[config.mk]
export PLATFORM = sky130hd
export DESIGN_NAME = sha256_message_hasher_unit
export DESIGN_NICKNAME = d
export VERILOG_FILES = /design/src/hdl/sha_pkg.sv /design/src/hdl/sha256_message_hasher_unit.sv /design/src/hdl/sha_ctrl.sv /design/src/hdl/sha_dp.sv
export SDC_FILE = /design/constraint.sdc
export NUM_CORES = 2
export LEC_CHECK = 0
export BUFFER_PORTS_ARGS = -buffer_cell sky130_fd_sc_hd__buf_2
export CAP_MARGIN = 20
export CELL_PAD_IN_SITES_DETAIL_PLACEMENT = 0
export CELL_PAD_IN_SITES_GLOBAL_PLACEMENT = 1
export CORE_UTILIZATION = 47
export DETAILED_ROUTE_END_ITERATION = 8
export MAX_ROUTING_LAYER = met4
export PLACE_DENSITY = 0.77
export SKIP_CTS_REPAIR_TIMING = 1
export SYNTH_ARGS = -nofsm -noshare
export SYNTH_HDL_FRONTEND = slang
export SYNTH_SLANG_ARGS = --single-unit
[constraint.sdc]
create_clock -name clk -period 16.6 [get_ports clk]
set_input_delay 3.32 -clock clk [delete_from_list [all_inputs] [get_ports clk]]
set_output_delay 3.32 -clock clk [all_outputs]
set_load 0.05 [all_outputs]
[src/hdl/sha_pkg.sv]
// sha_pkg: shared types, constants and functions for the sha-256 hasher
// used by sha_ctrl, sha_dp and the top level; no dependencies
package sha_pkg;

  // where a pushed block byte comes from
  localparam logic [1:0] SRC_MSG  = 2'd0;
  localparam logic [1:0] SRC_PAD  = 2'd1;
  localparam logic [1:0] SRC_ZERO = 2'd2;
  localparam logic [1:0] SRC_LEN  = 2'd3;

  localparam logic [31:0] INIT_HASH [8] = '{
    32'h6a09e667, 32'hbb67ae85, 32'h3c6ef372, 32'ha54ff53a,
    32'h510e527f, 32'h9b05688c, 32'h1f83d9ab, 32'h5be0cd19
  };

  localparam logic [31:0] ROUND_K [64] = '{
    32'h428a2f98, 32'h71374491, 32'hb5c0fbcf, 32'he9b5dba5,
    32'h3956c25b, 32'h59f111f1, 32'h923f82a4, 32'hab1c5ed5,
    32'hd807aa98, 32'h12835b01, 32'h243185be, 32'h550c7dc3,
    32'h72be5d74, 32'h80deb1fe, 32'h9bdc06a7, 32'hc19bf174,
    32'he49b69c1, 32'hefbe4786, 32'h0fc19dc6, 32'h240ca1cc,
    32'h2de92c6f, 32'h4a7484aa, 32'h5cb0a9dc, 32'h76f988da,
    32'h983e5152, 32'ha831c66d, 32'hb00327c8, 32'hbf597fc7,
    32'hc6e00bf3, 32'hd5a79147, 32'h06ca6351, 32'h14292967,
    32'h27b70a85, 32'h2e1b2138, 32'h4d2c6dfc, 32'h53380d13,
    32'h650a7354, 32'h766a0abb, 32'h81c2c92e, 32'h92722c85,
    32'ha2bfe8a1, 32'ha81a664b, 32'hc24b8b70, 32'hc76c51a3,
    32'hd192e819, 32'hd6990624, 32'hf40e3585, 32'h106aa070,
    32'h19a4c116, 32'h1e376c08, 32'h2748774c, 32'h34b0bcb5,
    32'h391c0cb3, 32'h4ed8aa4a, 32'h5b9cca4f, 32'h682e6ff3,
    32'h748f82ee, 32'h78a5636f, 32'h84c87814, 32'h8cc70208,
    32'h90befffa, 32'ha4506ceb, 32'hbef9a3f7, 32'hc67178f2
  };

  // commands from controller to datapath
  typedef struct packed {
    logic       push;     // append one byte to the block
    logic [1:0] src;      // byte source code
    logic       count;    // add 8 to the message bit count
    logic       load;     // copy chaining words into working vars
    logic       round;    // run one compression round
    logic [5:0] rnd;      // round index
    logic       fold;     // add working vars into chaining words
    logic [2:0] idx;      // length byte / digest word index
    logic       out_load; // load digest word into output register
    logic       reinit;   // back to initial hash, clear bit count
  } cmd_t;

  // status from datapath to controller
  typedef struct packed {
    logic [5:0] fill;     // bytes held in the current block
  } stat_t;

  function automatic logic [31:0] rotr(input logic [31:0] x, input int n);
    rotr = (x >> n) | (x << (32 - n));
  endfunction

endpackage

[src/hdl/sha256_message_hasher_unit.sv]
// sha256_message_hasher_unit: top level of the sha-256 byte stream hasher
// depends on sha_pkg, sha_ctrl, sha_dp
//
// usage:
//   input channel s_axis: one transaction per message byte; tuser says whether
//   tdata holds a byte, tlast ends the message after that byte (a transaction
//   with tuser low and tlast high ends a message, also an empty one)
//   output channel m_axis: eight transactions per message, digest words
//   h0..h7 in order, big-endian byte order inside a word, tlast on h7
// sequence:
//   a byte that does not fill the block leaves the sequencer idle for the next byte
//   a byte that fills the 64-byte block starts a compression: one load, 64 rounds
//   of the single round unit, one fold into the chaining words
//   end of message: the 0x80 byte, the zero pad bytes, a step to leave the
//   zero run, the 8 length bytes, a compression for each full block, then
//   the 8 digest words
//   s_axis takes no byte while a block is compressed or the message is padded
// reset: chaining words to the initial hash, bit count and fill cleared,
//   output channel empty; each digest restores chaining words and bit count
// stalls: the digest words wait in an output register; the sequencer holds
//   until each word is taken, and s_axis_tready is low until the last word
//   has been loaded into that register
module sha256_message_hasher_unit import sha_pkg::*; (
  input  logic        clk,
  input  logic        rst,
  input  logic        s_axis_tvalid,
  output logic        s_axis_tready,
  input  logic [7:0]  s_axis_tdata,   // [7:0] msg_byte
  input  logic        s_axis_tuser,   // [0] has_byte
  input  logic        s_axis_tlast,   // end_of_message
  output logic        m_axis_tvalid,
  input  logic        m_axis_tready,
  output logic [31:0] m_axis_tdata,   // [31:0] digest_word
  output logic        m_axis_tlast    // digest_last
);

  cmd_t  cmd;
  stat_t stat;

  // sequencer: intake, padding, round count, output handshake
  sha_ctrl u_ctrl (
    .clk           (clk),
    .rst           (rst),
    .s_axis_tvalid (s_axis_tvalid),
    .s_axis_tready (s_axis_tready),
    .s_axis_tuser  (s_axis_tuser),
    .s_axis_tlast  (s_axis_tlast),
    .m_axis_tvalid (m_axis_tvalid),
    .m_axis_tready (m_axis_tready),
    .cmd           (cmd),
    .stat          (stat)
  );

  // datapath: word line, schedule, round unit, chaining words, bit count
  sha_dp u_dp (
    .clk         (clk),
    .rst         (rst),
    .cmd         (cmd),
    .stat        (stat),
    .msg_byte    (s_axis_tdata),
    .digest_word (m_axis_tdata),
    .digest_last (m_axis_tlast)
  );

endmodule

[src/hdl/sha_ctrl.sv]
// sha_ctrl: sequencer for byte intake, padding, compression rounds and digest output
// depends on sha_pkg
module sha_ctrl import sha_pkg::*; (
  input  logic  clk,
  input  logic  rst,
  input  logic  s_axis_tvalid,
  output logic  s_axis_tready,
  input  logic  s_axis_tuser,
  input  logic  s_axis_tlast,
  output logic  m_axis_tvalid,
  input  logic  m_axis_tready,
  output cmd_t  cmd,
  input  stat_t stat
);

  localparam logic [3:0] S_IDLE  = 4'd0;
  localparam logic [3:0] S_LOAD  = 4'd1;
  localparam logic [3:0] S_ROUND = 4'd2;
  localparam logic [3:0] S_FOLD  = 4'd3;
  localparam logic [3:0] S_PAD80 = 4'd4;
  localparam logic [3:0] S_ZERO  = 4'd5;
  localparam logic [3:0] S_LEN   = 4'd6;
  localparam logic [3:0] S_OUT   = 4'd7;

  logic [3:0] state, state_next;
  logic [3:0] ret, ret_next;
  logic [5:0] rnd, rnd_next;
  logic [2:0] cnt, cnt_next;
  logic       m_valid, m_valid_next;
  logic       last_slot;

  assign last_slot     = (stat.fill == 6'd63);
  assign s_axis_tready = (state == S_IDLE);
  assign m_axis_tvalid = m_valid;

  always_comb begin
    state_next   = state;
    ret_next     = ret;
    rnd_next     = rnd;
    cnt_next     = cnt;
    cmd          = '0;
    cmd.rnd      = rnd;
    cmd.idx      = cnt;
    m_valid_next = m_valid && !m_axis_tready;
    case (state)
      S_IDLE: begin
        if (s_axis_tvalid) begin
          cmd.push  = s_axis_tuser;
          cmd.src   = SRC_MSG;
          cmd.count = s_axis_tuser;
          if (s_axis_tuser && last_slot) begin
            state_next = S_LOAD;
            ret_next   = s_axis_tlast ? S_PAD80 : S_IDLE;
          end else if (s_axis_tlast) begin
            state_next = S_PAD80;
          end
        end
      end
      S_PAD80: begin
        cmd.push = 1'b1;
        cmd.src  = SRC_PAD;
        if (last_slot) begin
          state_next = S_LOAD;
          ret_next   = S_ZERO;
        end else begin
          state_next = S_ZERO;
        end
      end
      S_ZERO: begin
        if (stat.fill == 6'd56) begin
          state_next = S_LEN;
          cnt_next   = '0;
        end else begin
          cmd.push = 1'b1;
          cmd.src  = SRC_ZERO;
          if (last_slot) begin
            state_next = S_LOAD;
            ret_next   = S_ZERO;
          end
        end
      end
      S_LEN: begin
        cmd.push = 1'b1;
        cmd.src  = SRC_LEN;
        cnt_next = cnt + 3'd1;
        if (cnt == 3'd7) begin
          state_next = S_LOAD;
          ret_next   = S_OUT;
        end
      end
      S_LOAD: begin
        cmd.load   = 1'b1;
        rnd_next   = '0;
        state_next = S_ROUND;
      end
      S_ROUND: begin
        cmd.round = 1'b1;
        rnd_next  = rnd + 6'd1;
        if (rnd == 6'd63) begin
          state_next = S_FOLD;
        end
      end
      S_FOLD: begin
        cmd.fold   = 1'b1;
        state_next = ret;
      end
      S_OUT: begin
        if (!m_valid || m_axis_tready) begin
          cmd.out_load = 1'b1;
          m_valid_next = 1'b1;
          cnt_next     = cnt + 3'd1;
          if (cnt == 3'd7) begin
            cmd.reinit = 1'b1;
            state_next = S_IDLE;
          end
        end
      end
      default: begin
        state_next = S_IDLE;
      end
    endcase
  end

  always_ff @(posedge clk) begin
    if (rst) begin
      state   <= S_IDLE;
      ret     <= S_IDLE;
      rnd     <= '0;
      cnt     <= '0;
      m_valid <= 1'b0;
    end else begin
      state   <= state_next;
      ret     <= ret_next;
      rnd     <= rnd_next;
      cnt     <= cnt_next;
      m_valid <= m_valid_next;
    end
  end

endmodule

[src/hdl/sha_dp.sv]
// sha_dp: block word line, message schedule, round logic, chaining words, bit count
// depends on sha_pkg
module sha_dp import sha_pkg::*; (
  input  logic        clk,
  input  logic        rst,
  input  cmd_t        cmd,
  output stat_t       stat,
  input  logic [7:0]  msg_byte,
  output logic [31:0] digest_word,
  output logic        digest_last
);

  logic [31:0] hc [8];
  logic [31:0] v  [8];
  logic [31:0] w  [16];
  logic [23:0] acc;
  logic [63:0] message_bits;
  logic [5:0]  fill;
  logic [7:0]  blk_byte;
  logic [31:0] new_w, push_w;
  logic [31:0] t1, t2, big0, big1, choose, major, sig0, sig1;

  assign stat.fill = fill;

  always_comb begin
    case (cmd.src)
      SRC_MSG:  blk_byte = msg_byte;
      SRC_PAD:  blk_byte = 8'h80;
      SRC_ZERO: blk_byte = 8'h00;
      SRC_LEN:  blk_byte = message_bits[{~cmd.idx, 3'b000} +: 8];
      default:  blk_byte = 8'h00;
    endcase
  end

  assign push_w = {acc, blk_byte};

  // schedule: w[0] is the word for this round
  assign sig0  = rotr(w[1], 7) ^ rotr(w[1], 18) ^ (w[1] >> 3);
  assign sig1  = rotr(w[14], 17) ^ rotr(w[14], 19) ^ (w[14] >> 10);
  assign new_w = sig1 + w[9] + sig0 + w[0];

  assign big1   = rotr(v[4], 6) ^ rotr(v[4], 11) ^ rotr(v[4], 25);
  assign choose = (v[4] & v[5]) ^ (~v[4] & v[6]);
  assign t1     = v[7] + big1 + choose + ROUND_K[cmd.rnd] + w[0];
  assign big0   = rotr(v[0], 2) ^ rotr(v[0], 13) ^ rotr(v[0], 22);
  assign major  = (v[0] & v[1]) ^ (v[0] & v[2]) ^ (v[1] & v[2]);
  assign t2     = big0 + major;

  // control-side state
  always_ff @(posedge clk) begin
    if (rst) begin
      fill         <= '0;
      message_bits <= '0;
      for (int i = 0; i < 8; i++) hc[i] <= INIT_HASH[i];
    end else begin
      if (cmd.push) fill <= fill + 6'd1;
      if (cmd.count) message_bits <= message_bits + 64'd8;
      if (cmd.fold) begin
        for (int i = 0; i < 8; i++) hc[i] <= hc[i] + v[i];
      end
      if (cmd.reinit) begin
        message_bits <= '0;
        for (int i = 0; i < 8; i++) hc[i] <= INIT_HASH[i];
      end
    end
  end

  // payload registers
  always_ff @(posedge clk) begin
    if (cmd.push) begin
      acc <= push_w[23:0];
      if (fill[1:0] == 2'd3) begin
        for (int i = 0; i < 15; i++) w[i] <= w[i + 1];
        w[15] <= push_w;
      end
    end
    if (cmd.round) begin
      for (int i = 0; i < 15; i++) w[i] <= w[i + 1];
      w[15] <= new_w;
      v[7] <= v[6];
      v[6] <= v[5];
      v[5] <= v[4];
      v[4] <= v[3] + t1;
      v[3] <= v[2];
      v[2] <= v[1];
      v[1] <= v[0];
      v[0] <= t1 + t2;
    end
    if (cmd.load) begin
      for (int i = 0; i < 8; i++) v[i] <= hc[i];
    end
    if (cmd.out_load) begin
      digest_word <= hc[cmd.idx];
      digest_last <= (cmd.idx == 3'd7);
    end
  end

endmodule
# Word-level counts from Yosys, hierarchy flattened
# Memory sizes are Yosys's and may differ from the RTL's. A register that Yosys moved wholly into a read port is not among the register bits.
# Index checks and enable logic that the tools add are counted.
[op_classes]
div = 0
multipliers = 0
n_addsub = 22
reduce_logical = 14
n_eq_ne = 25
bitwise_logic = 69
shifts = 1
order_cmp = 1
n_mux = 92
[ops]
columns = ["op", "n"]
rows = [
  ["two-way mux 32 bit", 42],
  ["adder 32 bit", 18],
  ["XOR 32 bit", 9],
  ["bitwise AND 32 bit", 5],
  ["adder 64 x 4 -> 64 bit, second input constant", 1],
  ["variable part select 64 x 7 -> 8 bit", 1],
  ["two-way mux 4 bit", 15],
  ["OR 1 bit", 40],
  ["inverter 32 bit", 1],
  ["OR 10 x 32 -> 32 bit", 1],
  ["OR 13 x 32 -> 32 bit", 1],
  ["OR 14 x 32 -> 32 bit", 1],
  ["OR 15 x 32 -> 32 bit", 1],
  ["OR 19 x 32 -> 32 bit", 1],
  ["OR 21 x 32 -> 32 bit", 1],
  ["OR 25 x 32 -> 32 bit", 1],
  ["OR 26 x 32 -> 32 bit", 1],
  ["OR 30 x 32 -> 32 bit", 1],
  ["OR 7 x 32 -> 32 bit", 1],
  ["case mux 4 bit (8 select lines)", 1],
  ["case mux 8 bit (4 select lines)", 1],
  ["XOR 32 x 22 -> 32 bit", 1],
  ["XOR 32 x 29 -> 32 bit", 1],
  ["two-way mux 1 bit", 22],
  ["other kinds (33)", 56],
]
[word_totals]
latchBits = 0
mem_bits_ro = 2048
ramBits = 1024
input_bits = 14
memories = 4
elab_cells = 237
output_inout_bits = 35
regBits = 113
[mem_list]
columns = ["name", "depth", "word_bits", "rd", "rd_ports_with_merged_regs", "wr", "line_no", "source"]
rows = [
  ["(name not given)", 64, 32, 1, 0, 0, "sha_dp.sv:44", "assign t1 = v[7] + big1 + choose + ROUND_K[cmd.rnd] + w[0];"],
  ["u_dp.w", 16, 32, 16, 0, 16, "sha_dp.sv:15", "logic [31:0] w [16];"],
  ["u_dp.hc", 8, 32, 9, 1, 8, "sha_dp.sv:13", "logic [31:0] hc [8];"],
  ["u_dp.v", 8, 32, 8, 0, 8, "sha_dp.sv:14", "logic [31:0] v [8];"],
]

# Longest topological paths before layout
# An unclocked memory read counts as a cell.
[logic_depth]
word_depth = 10
ltp_mapped = 38
depth_no_buf = 36

# Hierarchy
# A second synthesis with hierarchy kept.
[unflattened]
cells_unflattened = 6252
area_unflattened_um2 = 70536.4
[by_module_without_submodules]
columns = ["mod", "instances", "cells_each", "seq_area_each_um2", "area_each_um2"]
rows = [
  ["sha_dp", 1, 6113, 32521.2, 69501.7],
  ["sha_ctrl", 1, 139, 320.3, 1034.7],
]

# Worst setup path before layout
# No wires, ideal clock.
[synth_path]
kind = "input-to-reg"
startpoint = "input s_axis_tvalid"
endpoint = "memory u_dp.w[0][0] (enable)"
stages = 7
t_required_ps = 12950
arrival_ps = 13074
path_slack_ps = -124
path_buffers = 3
setup_time_ps = 3650
cell_sequence = "and3_1 > clkbuf_2 > nand2b_1 > clkbuf_1 > nand2_1 > clkbuf_1 > nand2_1"
[synth_rtl]
columns = ["element", "line_no", "source"]
rows = [
  ["start: declaration", "sha256_message_hasher_unit.sv:26", "input logic s_axis_tvalid,"],
  ["end: declaration", "sha_dp.sv:15", ""],
]

==> results.txt <==
post-route minimum period: 10.72 ns
fin crit share: 64.6%
vias in the first global route: 48.5k
Routed wire per std cell: 25.2 microns
# IOs: 49
first-pass GRT wire length: 327000 microns
RSZ-0062 raised after global routing: no
cell with the most instances after synthesis: nand2_1
startpoint types: flop
setup TNS: 0 ns
slowest CP cell: ha_1
CTS root buf: clkbuf_16
# DRC: 0
CP Max Fanout: 36
largest net degree at the start of global routing: 230
final net count: 7259
CTS Buf Count: 134
Setup Skew: 0.0624 ns
post-DP HPWL: 164000 microns
first drt pass iteration count: 5
Longest Clk Path Bufs: 3
synth top area cells: edfxtp_1, ha_1, dfxtp_1, nand2_1, fa_1
clock slew seen by the registers of the worst setup and hold paths: 0.07 ns
H-tree Lvls: 4
critical path's largest stage delay: 0.90 ns
EDFF count, synth: 953
chip width: 390 microns
area grow syn2layout: 9.53%
die extent in y: 390 microns
Syn Nets: 7310
Post-synth top cells: nand2_1, edfxtp_1, a21oi_1, ha_1, nor2_1
CTS tree: done
async set-reset flop share out of synthesis: 0%
Worst-Skew Late Latency: 0.80 ns
via count: 51.9k
Final setup viols: 0
gr ovfl total: 0
synthesized area: 0.0707 sq mm
initial antenna violation count: 3
share of post-route cells with drive strength above 1: 7.30%
cell taking the most area after synthesis: edfxtp_1
Initial Utilization: 47.6%
Antenna Nets Post-Route: 0
Finished Layout Cells: 8760
GPL Wtd Cong: 0.983
most used cell, CP: fa_1
clock sink count: 1164
HP Class: flop to flop
WS Path Type: flop to flop
Critical Path AT: 11.22 ns
sequential-to-total area share from yosys stat: 46.4%
Fin. Hold Viols: 0
top cell type's share of synthesized area: 40.5%
predominant post-synthesis flop cell: edfxtp_1
WP data required: 17.10 ns
Slew headroom: 22.6%
Cells after Synth: 6702
Max Cap Viol: 0
Peak Freq: 93.3 MHz
die area: 0.152 sq mm
status: finished clean
unique cell type count in the Yosys netlist: 90
Iter 0 DRT Violations: 5504
FP Rows: 141
Final Slew Violations: 0
routed wire length: 221000 microns
dpl cells: 8517
worst slew pin tran: 1.16 ns
Ys Warns: 0
crit end category: flop
Synth Register Bits: 1164
Vias per Instance: 5.93
core area: 0.149 sq mm
Total GRT Usage: 29.8%
syn avg cell area: 10.6 sq um
filler cell count: 13.2k
I/O Buffers: 48
## final cells by class
class                      count  area, sq um  share of cell area, %
inverter                     278         1050                   1.36
multi-input combinational   4957        35800                   46.2
antenna                        3         7.51                0.00969
tap                         2002         2500                   3.23
timing repair buffer         116          776                   1.00
clock inverter                72          922                   1.19
clock buffer                 168         3550                   4.58
sequential                  1164        32900                   42.4
## routing by layer
layer | part of all wire, % | global-route usage [%] | vias up | wire length (microns)
li1 | - | - | 24000 | -
met1 | 47 | 44.0 | 25700 | 103000
met2 | 42 | 41.8 | 1972 | 93800
met3 | 7.8 | 5.17 | 312 | 17100
met4 | 2.9 | 8.43 | 0 | 6420
met5 | 0 | - | - | 0
## stage by stage
| stage | worst slack [ns] | util (%) | area (sq um) | hold WS (ns) |
|---|---|---|---|---|
| 2_1_floorplan | 4.93 | - | 70700 | 0.400 |
| 3_3_place_gp | 6.12 | 49.1 | 73000 | 0.400 |
| 3_5_place_dp | 6.04 | 49.1 | 73000 | 0.405 |
| 4_1_cts | 5.97 | 52.2 | 77500 | 0.387 |
| 5_1_grt | 5.38 | 52.2 | 77500 | 0.390 |
| 6_report | 5.88 | 52.2 | 77500 | 0.388 |
## sequential cells by signal, indices dropped and copies added (netlist names)
name and count:
u_ctrl.cnt 3, u_ctrl.m_axis_tvalid 1, u_ctrl.ret 3, u_ctrl.rnd 6, u_ctrl.state 3, u_dp.acc 24
u_dp.digest_last 1, u_dp.digest_word 32, u_dp.hc 256, u_dp.message_bits 61, u_dp.stat 6, u_dp.v 256
u_dp.w 512
## cells by family (layout without fill, tap and decap cells)
logic type | count (synthesis) | after routing | share of synthesized area (%)
fa+ha+maj | 620 | 620 | 12.9
buf+inv | 581 | 634 | 3.09
xor+xnor | 590 | 590 | 7.34
mux | 171 | 171 | 3.94
simple gates | 2081 | 2081 | 13.0
other cells | 0 | 3 | 0
compound gates | 1495 | 1495 | 13.3
flops | 1164 | 1164 | 46.4
## critical path, delay by kind of cell (launching register included)
| family | cells | cell delay [ns] |
|---|---|---|
| flip-flops | 1 | 0.30 |
| adder cells (fa/ha/maj) | 8 | 3.89 |
| XOR/XNOR | 2 | 0.38 |
| AND/OR/NAND/NOR | 5 | 1.03 |
| AO/OA/AOI/OAI | 14 | 4.11 |
| buffers and inverters | 3 | 0.72 |
## cells in the final DEF (no fill, tap or decap), types with 33 or more instances in the layout
master / Yosys / routed
clkbuf_16: 0 / 135
xnor2_1: 374 / 374
nor2_1: 389 / 386
ha_1: 399 / 399
nand3_1: 117 / 116
a21o_1: 146 / 145
dfxtp_1: 211 / 204
a21oi_1: 462 / 461
buf_2: 3 / 48
and3_1: 60 / 59
nand2_1: 1091 / 1088
nand2b_1: 79 / 79
fa_1: 195 / 195
edfxtp_1: 953 / 953
mux4_2: 82 / 82
nor2b_1: 63 / 63
nor3_1: 78 / 77
inv_1: 275 / 273
o21bai_1: 43 / 43
a211oi_1: 69 / 69
o31ai_1: 33 / 33
o21ai_0: 344 / 344
o211ai_1: 75 / 75
a31oi_1: 41 / 41
mux2_2: 38 / 38
xor2_1: 214 / 214
o21a_1: 64 / 64
nand4_1: 36 / 36
or3_1: 52 / 52
buf_4: 0 / 66
mux2i_1: 51 / 51
## path summary, 6_finish.rpt
path	from	end	slack, ns	cells after the start
max	u_ctrl.rnd[0]	u_dp.v[0][31]	5.88	32
min	u_dp.w[15][29]	u_dp.w[14][29]	0.39	0
max reg2reg	u_ctrl.rnd[0]	u_dp.v[0][31]	5.88	32
min reg2reg	u_dp.w[15][29]	u_dp.w[14][29]	0.39	0
Power is not shown: default switching activity piles up to over one toggle a cycle in this logic, so the estimate is an artifact.
